## src/hdl/mpsb_pkg.sv

```systemverilog
`default_nettype none

package mpsb_pkg;

    localparam int unsigned PLANES_DEF        = 4;
    localparam int unsigned SCREEN_WIDTH_DEF  = 128;
    localparam int unsigned SCREEN_HEIGHT_DEF = 64;

    localparam int unsigned OP_W       = 2;
    localparam int unsigned COORD_W    = 8;
    localparam int unsigned ROWS_W     = 4;
    localparam int unsigned BYTE_W     = 8;
    localparam int unsigned PLANE_W    = 2;
    localparam int unsigned RROW_W     = 6;
    localparam int unsigned WORD_W     = 64;
    localparam int unsigned COUNT_W    = 8;
    localparam int unsigned CFG_ADDR_W = 2;
    localparam int unsigned CFG_DATA_W = 4;
    localparam int unsigned S_DATA_W   = 40;
    localparam int unsigned M_DATA_W   = 80;

    localparam logic [CFG_ADDR_W-1:0] REG_PLANE_MASK = 2'd0;
    localparam logic [CFG_ADDR_W-1:0] REG_BRUSH_MODE = 2'd1;
    localparam logic [CFG_ADDR_W-1:0] REG_WRAP       = 2'd2;
    localparam logic [CFG_ADDR_W-1:0] REG_HIGH_RES   = 2'd3;

    typedef enum logic [OP_W-1:0] {
        OP_BEGIN = 2'd0,
        OP_BYTE  = 2'd1,
        OP_READ  = 2'd2
    } op_t;

    typedef enum logic [1:0] {
        BRUSH_XOR   = 2'd0,
        BRUSH_CLEAR = 2'd1,
        BRUSH_SET   = 2'd2
    } brush_t;

    typedef enum logic [2:0] {
        S_CLEAR,
        S_IDLE,
        S_MOD0,
        S_MOD1,
        S_RDCAP
    } state_t;

    typedef enum logic [3:0] {
        CMD_NONE,
        CMD_CLEAR,
        CMD_BEGIN,
        CMD_SKIP,
        CMD_DRAW_RD,
        CMD_MOD0,
        CMD_MOD1,
        CMD_READ_RD,
        CMD_READ_CAP
    } cmd_t;

    typedef struct packed {
        cmd_t cmd;
        logic out_load;
    } ctrl_cmd_t;

    typedef struct packed {
        logic clr_last;
        logic draw_pending;
    } dp_status_t;

endpackage

`default_nettype wire

```

## src/hdl/mpsb_ctrl.sv

```systemverilog
`default_nettype none

module mpsb_ctrl (
    input  logic                            aclk,
    input  logic                            aresetn,
    input  logic                            s_tvalid,
    output logic                            s_tready,
    input  logic [mpsb_pkg::OP_W-1:0]       op,
    output logic                            m_tvalid,
    input  logic                            m_tready,
    input  mpsb_pkg::dp_status_t            status,
    output mpsb_pkg::ctrl_cmd_t             cmd
);

    mpsb_pkg::state_t state_reg, state_next;
    logic             m_valid_reg, m_valid_next;
    logic             out_free;
    logic             accept;

    assign out_free = !m_valid_reg || m_tready;
    assign accept   = s_tvalid && s_tready;
    assign m_tvalid = m_valid_reg;

    always_comb begin
        state_next = state_reg;
        case (state_reg)
            mpsb_pkg::S_CLEAR: begin
                if (status.clr_last) begin
                    state_next = mpsb_pkg::S_IDLE;
                end
            end
            mpsb_pkg::S_IDLE: begin
                if (accept) begin
                    case (mpsb_pkg::op_t'(op))
                        mpsb_pkg::OP_BYTE: begin
                            if (status.draw_pending) begin
                                state_next = mpsb_pkg::S_MOD0;
                            end
                        end
                        mpsb_pkg::OP_READ: begin
                            state_next = mpsb_pkg::S_RDCAP;
                        end
                        default: ;
                    endcase
                end
            end
            mpsb_pkg::S_MOD0:  state_next = mpsb_pkg::S_MOD1;
            mpsb_pkg::S_MOD1:  state_next = mpsb_pkg::S_IDLE;
            mpsb_pkg::S_RDCAP: state_next = mpsb_pkg::S_IDLE;
            default:           state_next = mpsb_pkg::S_IDLE;
        endcase
    end

    always_comb begin
        s_tready     = (state_reg == mpsb_pkg::S_IDLE) && out_free;
        cmd.cmd      = mpsb_pkg::CMD_NONE;
        cmd.out_load = 1'b0;
        case (state_reg)
            mpsb_pkg::S_CLEAR: begin
                cmd.cmd = mpsb_pkg::CMD_CLEAR;
            end
            mpsb_pkg::S_IDLE: begin
                if (s_tvalid && s_tready) begin
                    case (mpsb_pkg::op_t'(op))
                        mpsb_pkg::OP_BEGIN: begin
                            cmd.cmd      = mpsb_pkg::CMD_BEGIN;
                            cmd.out_load = 1'b1;
                        end
                        mpsb_pkg::OP_BYTE: begin
                            if (status.draw_pending) begin
                                cmd.cmd = mpsb_pkg::CMD_DRAW_RD;
                            end else begin
                                cmd.cmd      = mpsb_pkg::CMD_SKIP;
                                cmd.out_load = 1'b1;
                            end
                        end
                        mpsb_pkg::OP_READ: begin
                            cmd.cmd = mpsb_pkg::CMD_READ_RD;
                        end
                        default: begin
                            cmd.cmd      = mpsb_pkg::CMD_SKIP;
                            cmd.out_load = 1'b1;
                        end
                    endcase
                end
            end
            mpsb_pkg::S_MOD0: begin
                cmd.cmd = mpsb_pkg::CMD_MOD0;
            end
            mpsb_pkg::S_MOD1: begin
                cmd.cmd      = mpsb_pkg::CMD_MOD1;
                cmd.out_load = 1'b1;
            end
            mpsb_pkg::S_RDCAP: begin
                cmd.cmd      = mpsb_pkg::CMD_READ_CAP;
                cmd.out_load = 1'b1;
            end
            default: ;
        endcase
    end

    always_comb begin
        if (cmd.out_load) begin
            m_valid_next = 1'b1;
        end else if (m_tready) begin
            m_valid_next = 1'b0;
        end else begin
            m_valid_next = m_valid_reg;
        end
    end

    always_ff @(posedge aclk) begin
        if (!aresetn) begin
            state_reg   <= mpsb_pkg::S_CLEAR;
            m_valid_reg <= 1'b0;
        end else begin
            state_reg   <= state_next;
            m_valid_reg <= m_valid_next;
        end
    end

    a_no_accept_in_clear: assert property (@(posedge aclk) disable iff (!aresetn)
        (state_reg == mpsb_pkg::S_CLEAR) |-> !s_tready)
        else $error("transaction accepted during frame store clear");

    a_load_needs_free_out: assert property (@(posedge aclk) disable iff (!aresetn)
        cmd.out_load |-> out_free)
        else $error("result register overwritten while still held");

    a_draw_result_timing: assert property (@(posedge aclk) disable iff (!aresetn)
        (cmd.cmd == mpsb_pkg::CMD_DRAW_RD) |=> ##1 cmd.out_load)
        else $error("sprite byte result not produced after read-modify-write");

    a_read_result_timing: assert property (@(posedge aclk) disable iff (!aresetn)
        (cmd.cmd == mpsb_pkg::CMD_READ_RD) |=> cmd.out_load)
        else $error("read result not produced one cycle after memory read");

endmodule

`default_nettype wire

```

## config.mk

```make
export PLATFORM = sky130hd
export DESIGN_NAME = mpsb_ctrl
export DESIGN_NICKNAME = d
export VERILOG_FILES = /design/src/hdl/mpsb_pkg.sv /design/src/hdl/mpsb_ctrl.sv
export SDC_FILE = /design/constraint.sdc
export NUM_CORES = 1
export LEC_CHECK = 0
export BUFFER_PORTS_ARGS = -buffer_cell sky130_fd_sc_hd__buf_2
export CELL_PAD_IN_SITES_DETAIL_PLACEMENT = 0
export CELL_PAD_IN_SITES_GLOBAL_PLACEMENT = 1
export CORE_AREA = 2 2 39 41
export DETAILED_ROUTE_END_ITERATION = 6
export DIE_AREA = 0 0 41 43
export GPL_ROUTABILITY_DRIVEN = 1
export PLACE_DENSITY_LB_ADDON = 0.1
export REMOVE_ABC_BUFFERS = 1
export SYNTH_ARGS = -nofsm -noshare
export SYNTH_HDL_FRONTEND = slang
export SYNTH_SLANG_ARGS = --single-unit
```

## constraint.sdc

```tcl
create_clock -name aclk -period 1.2 [get_ports aclk]
set_clock_uncertainty 0.15 [all_clocks]
set_input_delay 0.06 -clock aclk [delete_from_list [all_inputs] [get_ports aclk]]
set_output_delay 0.06 -clock aclk [all_outputs]
set_load 0.05 [all_outputs]
```

* Yosys cells after proc, flatten, opt, wreduce, memory -nomap -nowiden
Cells that the tools add are included.
Widths: inputs -> output; s select.
** Cells by class
- Eq/ne operators :: 10
- Mux-type cells :: 14
- Reduce and logical (&&, ||, !) cells :: 9
** Operator list (count)
- $pmux 4 s5 :: 1
- $pmux 3 s3 :: 2
- $mux 3 :: 4
- $eq 3x2->1 const B :: 2
- $pmux 3 s2 :: 1
- $mux 5 :: 1
- $ne 2x2->1 const B :: 2
- $pmux 1 s2 :: 2
- $reduce_and 4->1 :: 1
- $eq 3x1->1 const B :: 1
- $eq 3x3->1 const B :: 1
- $logic_not 3->1 :: 1
- $mux 1 :: 3
- $ne 3x1->1 const B :: 1
- $ne 3x3->1 const B :: 1
- $eq 2x1->1 const B :: 1
- $eq 2x2->1 const B :: 1
- $logic_and 1x1->1 :: 2
- $logic_not 2->1 :: 1
- $reduce_bool 2->1 :: 1
- $reduce_or 2->1 :: 1
- $logic_not 1->1 :: 1
- $logic_or 1x1->1 :: 1
** Word-level totals
- Output and inout port bits :: 7
- Bits in registers :: 4
- Input port bits :: 8

* Logic depth before layout (Yosys ltp)
Gate-level depths: netlist of the first run.
- Depth in word-level cells :: 7
- Depth in mapped cells :: 5
- Mapped depth without buffers :: 3

* Least setup slack after synthesis of the first run
Ideal clock, no wire load.
- Kind :: register -> output
- From :: register state_reg[2]
- To :: output port cmd[0] (netlist bit)
- Required time :: 0.990 ns
- Stages on the path, launching flop included :: 5
- Arrival :: 2.108 ns
- Setup slack :: -1.118 ns
- Cells stage by stage :: dfxtp_1 -> nor3b_1 -> a21oi_1 -> o21ai_1 -> buf_4
** RTL lines
- start: declaration :: line mpsb_ctrl.sv:15 : mpsb_pkg::state_t state_reg, state_next;
- start signal: assignment :: line mpsb_ctrl.sv:114 : state_reg <= mpsb_pkg::S_CLEAR;
- start signal: assignment :: line mpsb_ctrl.sv:117 : state_reg <= state_next;
- end: declaration :: line mpsb_ctrl.sv:12 : output mpsb_pkg::ctrl_cmd_t cmd

* Worst setup path after layout of the first run
- From :: register state_reg[0]
- To :: output port s_tready
** Between the ends
- Longest elaborated chain between the ends :: 2
** RTL lines
- $eq 3x1->1 :: line mpsb_ctrl.sv:55 : s_tready = (state_reg == mpsb_pkg::S_IDLE) && out_free;
- $logic_and 1x1->1 :: line mpsb_ctrl.sv:55
- end: declaration :: line mpsb_ctrl.sv:7 : output logic s_tready,
No other way between the ends.

==> results.ini, run 1 <==
[power]
pwr_density_cell_nw_per_um2 = 792
clkPwrFrac_pct = 32.6
p_switching_uw = 168
p_leak_uw = 0.000309
p_sw_share_pct = 32.8
internal_power_uw = 344
vdd_drop_max_mv = 0.251
pwr-share-seq_pct = 27.9
power_uw = 512
p_comb_share_pct = 39.5

[routing]
via_per_inst = 4.80
drc = 0
wl_per_cell_microns = 12.1
top_layer_used = met4
drt_first_pass_iters = 4
antenna_left = 0
met2_length_microns = 522
drt_iter0_markers = 7
route.met3.wl_microns = 55
drt-met1-wl_microns = 460
via_count = 418
wl_microns = 1050

[timing]
setup_violations = 10
maxSlewViolCount = 0
slew_headroom_pct = 84.3
worst_slack_ps = -249
min_period_ps = 1450
hold_viol = 0
post-route-period-util_pct = 121
fmax_mhz = 690
worstMarginPinSlew_ps = 233
rsz0062_at_grt = yes
setup-tns-final_ps = -1680

[cells_and_area]
fillers = 147
nets = 81
largest_reg_flops = 3
antenna_cells = 0
syn_to_final_growth_pct = 105
drive_gt1_share_pct = 67.6

[place]
port_buffers = 14
gp_congestion = 0.711
hpwl_microns = 758

[grt]
grt_usage_pct = 14.2
grt_pass1_wl_microns = 1700
grt_pass1_vias = 422
grt_max_degree = 8
antenna_found_initial = 0
overflow = 0

[synthesis]
yosys_warnings = 0
synthCells = 38
synth.area.top_cells = dfxtp_1 25%, a41oi_1 5.6%, o41ai_2 5.2%, a21oi_1 4.8%, nand3_1 4.8%
ys_seq_elements = 4
synth.yosys.seq_area_share_pct = 25.4
syn_area_sq_um = 315
yosysUniqueCellTypes = 26
synth_top_area_share_pct = 25.4
yosysTopAreaCell = dfxtp_1
synth_area_per_cell_sq_um = 8.30

[cts]
htreeDepth = 1
clk_path_buf_depth = 2
root_buffer = clkbuf_4
cts_tree = built
clkSlewWorstSetupHoldPaths_ps = 40
insertion_delay_ps = 240
clock_sinks = 4
cts-buffers-inserted = 3

[die]
pin_count = 15
rows = 14
core_area_sq_um = 1380
dieArea_sq_um = 1760
die_y_microns = 43
die_w_microns = 41
start_util_pct = 22.8

[worst_setup_path]
reg2reg_from = state_reg[1]$_SDFFE_PN0P_
startpoint = state_reg[0]$_SDFFE_PN0P_
worstSetupEndpointType = primary output
crit_path_start_kind = flop
crit_fanout = 5
cp.arrival_ps = 1240
cp.required_ps = 990
crit_type = flop to primary output

[run]
cap_violations = 0

[min_path]
hp-class = input pin to flop
hp-start = s_tvalid

[outcome]
status = finished with violations
violations = setup timing

-- placed cells by master (no fill, tap or decap), types with 2 or more instances in the layout --
master          n
buf_2           8
dfxtp_4         3
buf_6           4
a41oi_1         2
clkbuf_4        3
nand3_1         2
buf_4          17
inv_1           3
a21oi_1         3
dlygate4sd3_1   2
-- area by class of cell --
class	count	area [sq um]	area share, %
Tap cell	16	20.0	3.09
Timing Repair Buffer	32	248	38.3
Inverter	3	11.3	1.74
Sequential cell	4	92.6	14.3
Clock buffer	3	22.5	3.48
Multi-Input combinational cell	29	253	39.1
-- layer usage --
| metal | up-vias | GRT usage (%) |
|---|---|---|
| met5 | - | 0 |
| met3 | 2 | 2.09 |
| met1 | 190 | 17.2 |
| met2 | 13 | 21.6 |
| met4 | 0 | 10.0 |
| li1 | 213 | - |
-- power groups by stage --
stage	clock network, uW	logic (uW)	registers [uW]
after floorplan	0	86.6	152
final	167	202	143
after global placement	0	154	145
after global routing	185	216	144
after CTS	177	186	143
after detailed placement	0	154	146
-- path summary, 6_finish.rpt --
check	end	slack [ps]	cells after the start
min	state_reg[2]$_SDFFE_PN0P_	20	3
max	s_tready	-250	4
max reg2reg	state_reg[1]$_SDFFE_PN0P_	-150	5
min reg2reg	m_tvalid$_SDFFE_PN0P_	410	2
-- critical path: stages (launching register included) --
cell and delay [ps]:
dfxtp_4 370, nor3b_4 210, buf_4 150, and2_4 140
buf_8 140
-- cell families after synthesis --
kind of cell / after synthesis / synth area share [%]
AND/OR/NAND/NOR: 18 / 41.3
flip-flops: 4 / 25.4
AO/OA/AOI/OAI: 11 / 26.2
buffers and inverters: 5 / 7.14
-- Yosys cell counts, drive strengths merged --
library cell  number
nand2b             2
o2111ai            1
nand3b             1
o21ai              1
a31oi              1
nand3              3
clkbuf             1
nand4              1
a41oi              2
and2               1
dfxtp              4
nor2b              2
nor3b              2
buf                1
nor3               2
o41ai              1
inv                3
a21oi              3
a21boi             1
o22ai              1
and4bb             1
and2b              1
and3b              1
nand2              1
-- what timing repair did --
item,in CTS,in global routing
pin swaps,9,1
hold buffers,2,0
hold endpoints to repair,2,0
setup endpoints to repair,10,10
resized for setup,19,10
setup buffers,2,2
-- per-stage QoR --
step / instance area [sq um] / hold slack [ps] / util [%] / setup WS, ps / instances
finish: 647 / 15.4 / 46.7 / -249 / 87
global route: 647 / 26.6 / 46.7 / -308 / 87
CTS: 608 / 14.3 / 43.9 / -289 / 86
detailed placement: 492 / 164 / 35.5 / -150 / 79
floorplan: 304 / 19.3 / - / -1350 / 36
global placement: 492 / 153 / 35.5 / -246 / 79
(Power assumes the default switching activity.)
==> run 2: changes to the inputs <==
- CTS_BUF_LIST: default -> sky130_fd_sc_hd__clkbuf_16
==> run 2 against run 1 <==
Effect of this change: the run still ends with setup timing left; fmax is 0.63% higher; largest cell class unchanged; clock power grew to 3.1 times the previous value; combinational power barely moved; die area did not move; non-clock buffer count down 1; flip-flop and latch count unchanged; critical path type unchanged.
==> results.ini, run 2 (synthesized netlist as in run 1, its figures left out) <==
[cts]
clkSlewWorstSetupHoldPaths_ps = 30
clk_path_buf_depth = 2
clock_sinks = 4
root_buffer = clkbuf_16
insertion_delay_ps = 220
cts-buffers-inserted = 3
cts_tree = built
htreeDepth = 1

[worst_setup_path]
reg2regPathDepth = 5
cp.arrival_ps = 1230
reg2reg_slack_ps = -80
r2r_end = m_tvalid$_SDFFE_PN0P_
startpoint = state_reg[0]$_SDFFE_PN0P_
crit_type = flop to primary output
worstSetupEndpointType = primary output
crit_fanout = 5
reg2reg_from = state_reg[0]$_SDFFE_PN0P_
crit_path_start_kind = flop
cp.required_ps = 990
endpoint = s_tready

[timing]
slew_headroom_pct = 84.5
setup-tns-final_ps = -1450
setup_violations = 10
min_period_ps = 1440
post-route-period-util_pct = 120
maxSlewViolCount = 0
whs_ps = 26.6
rsz0062_at_grt = yes
worstMarginPinSlew_ps = 230
hold_viol = 0
worst_slack_ps = -240
fmax_mhz = 694

[die]
die_y_microns = 43
pin_count = 15
core_area_sq_um = 1380
die_w_microns = 41
start_util_pct = 22.8
rows = 14
dieArea_sq_um = 1760

[outcome]
status = finished with violations
violations = setup timing

[min_path]
hp-class = input pin to flop

[cells_and_area]
fin_cells = 86
largest_reg_flops = 3
syn_to_final_growth_pct = 126
drive_gt1_share_pct = 70.0
fillers = 141
final_common_cell = buf_4
antenna_cells = 0
final_cell_area_sq_um = 712
layout_common_cells = 14 x buf_4, 8 x buf_2, 6 x buf_6
nets = 80

[routing]
drc = 0
drt_iter0_markers = 8
via_per_inst = 4.99
antenna_left = 0
route.met3.wl_microns = 76
wl_per_cell_microns = 12.6
met2_length_microns = 570
via_count = 429
wl_microns = 1080
drt-met1-wl_microns = 423
drt_first_pass_iters = 4
top_layer_used = met4

[power]
pwr_density_cell_nw_per_um2 = 1210
vdd_drop_max_mv = 0.350
p_leak_uw = 0.000331

[grt]
grt_pass1_wl_microns = 1740
overflow = 0
grt_max_degree = 8
antenna_found_initial = 0
grt_usage_pct = 14.9
grt_pass1_vias = 418

[run]
cap_violations = 0

[place]
port_buffers = 14
hpwl_microns = 758
place_inst = 79
postPlaceCellArea_sq_um = 492
gp_congestion = 0.711
pre_cts_slack_ps = -150

==> run 2: changes by cell type in the layout (fill, tap and decap cells not counted), sizes merged <==
cell  before  now
buf       30   29
==> run 2: metrics by stage <==
step | utilization (%) | power [uW]
after floorplan | - | 239
after global placement | 35.5 | 300
after detailed placement | 35.5 | 300
after CTS | 47.1 | 859
after global routing | 51.4 | 896
final | 51.4 | 863
==> run 2: report_power, final <==
group | internal [uW] | switching, uW | total, uW
registers | 135 | 8.40 | 144
logic | 96.7 | 106 | 203
clock network | 425 | 91.1 | 517
total | 658 | 206 | 863
==> run 2: worst min path at each step <==
stage	from	depth (start not counted)	to
2_1_floorplan	aresetn	2	m_tvalid$_SDFFE_PN0P_
3_3_place_gp	aresetn	3	m_tvalid$_SDFFE_PN0P_
3_5_place_dp	aresetn	3	m_tvalid$_SDFFE_PN0P_
4_1_cts	s_tvalid	3	m_tvalid$_SDFFE_PN0P_
5_1_grt	s_tvalid	3	state_reg[2]$_SDFFE_PN0P_
6_report	s_tvalid	3	m_tvalid$_SDFFE_PN0P_
==> run 2: area by class of cell <==
| class | instances | area [sq um] | share of cell area, % |
|---|---|---|---|
| tap | 16 | 20.0 | 2.81 |
| clock buffer | 3 | 75.1 | 10.5 |
| inverter | 3 | 11.3 | 1.58 |
| timing repair buffer | 31 | 248 | 34.8 |
| multi-input combinational | 29 | 265 | 37.3 |
| sequential | 4 | 92.6 | 13.0 |
==> run 2: routing by layer <==
layer | GRT usage (%) | up-vias
met5 | 0 | -
met4 | 12.0 | 0
met3 | 3.66 | 2
met2 | 22.2 | 21
met1 | 16.9 | 197
li1 | - | 209
==> run 2: critical path, cell delays in order (launching register included) <==
cell and delay (ps):
dfxtp_4 370, nor3b_4 220, buf_4 150, and2_4 130, buf_8 130
==> run 2: repair_timing <==
item,4_1_cts,5_1_grt
endpoints found under the hold margin,2,0
resized for setup,19,13
hold buffers,2,0
pin swaps,8,2
setup buffers,1,1
endpoints found under the setup margin,10,10
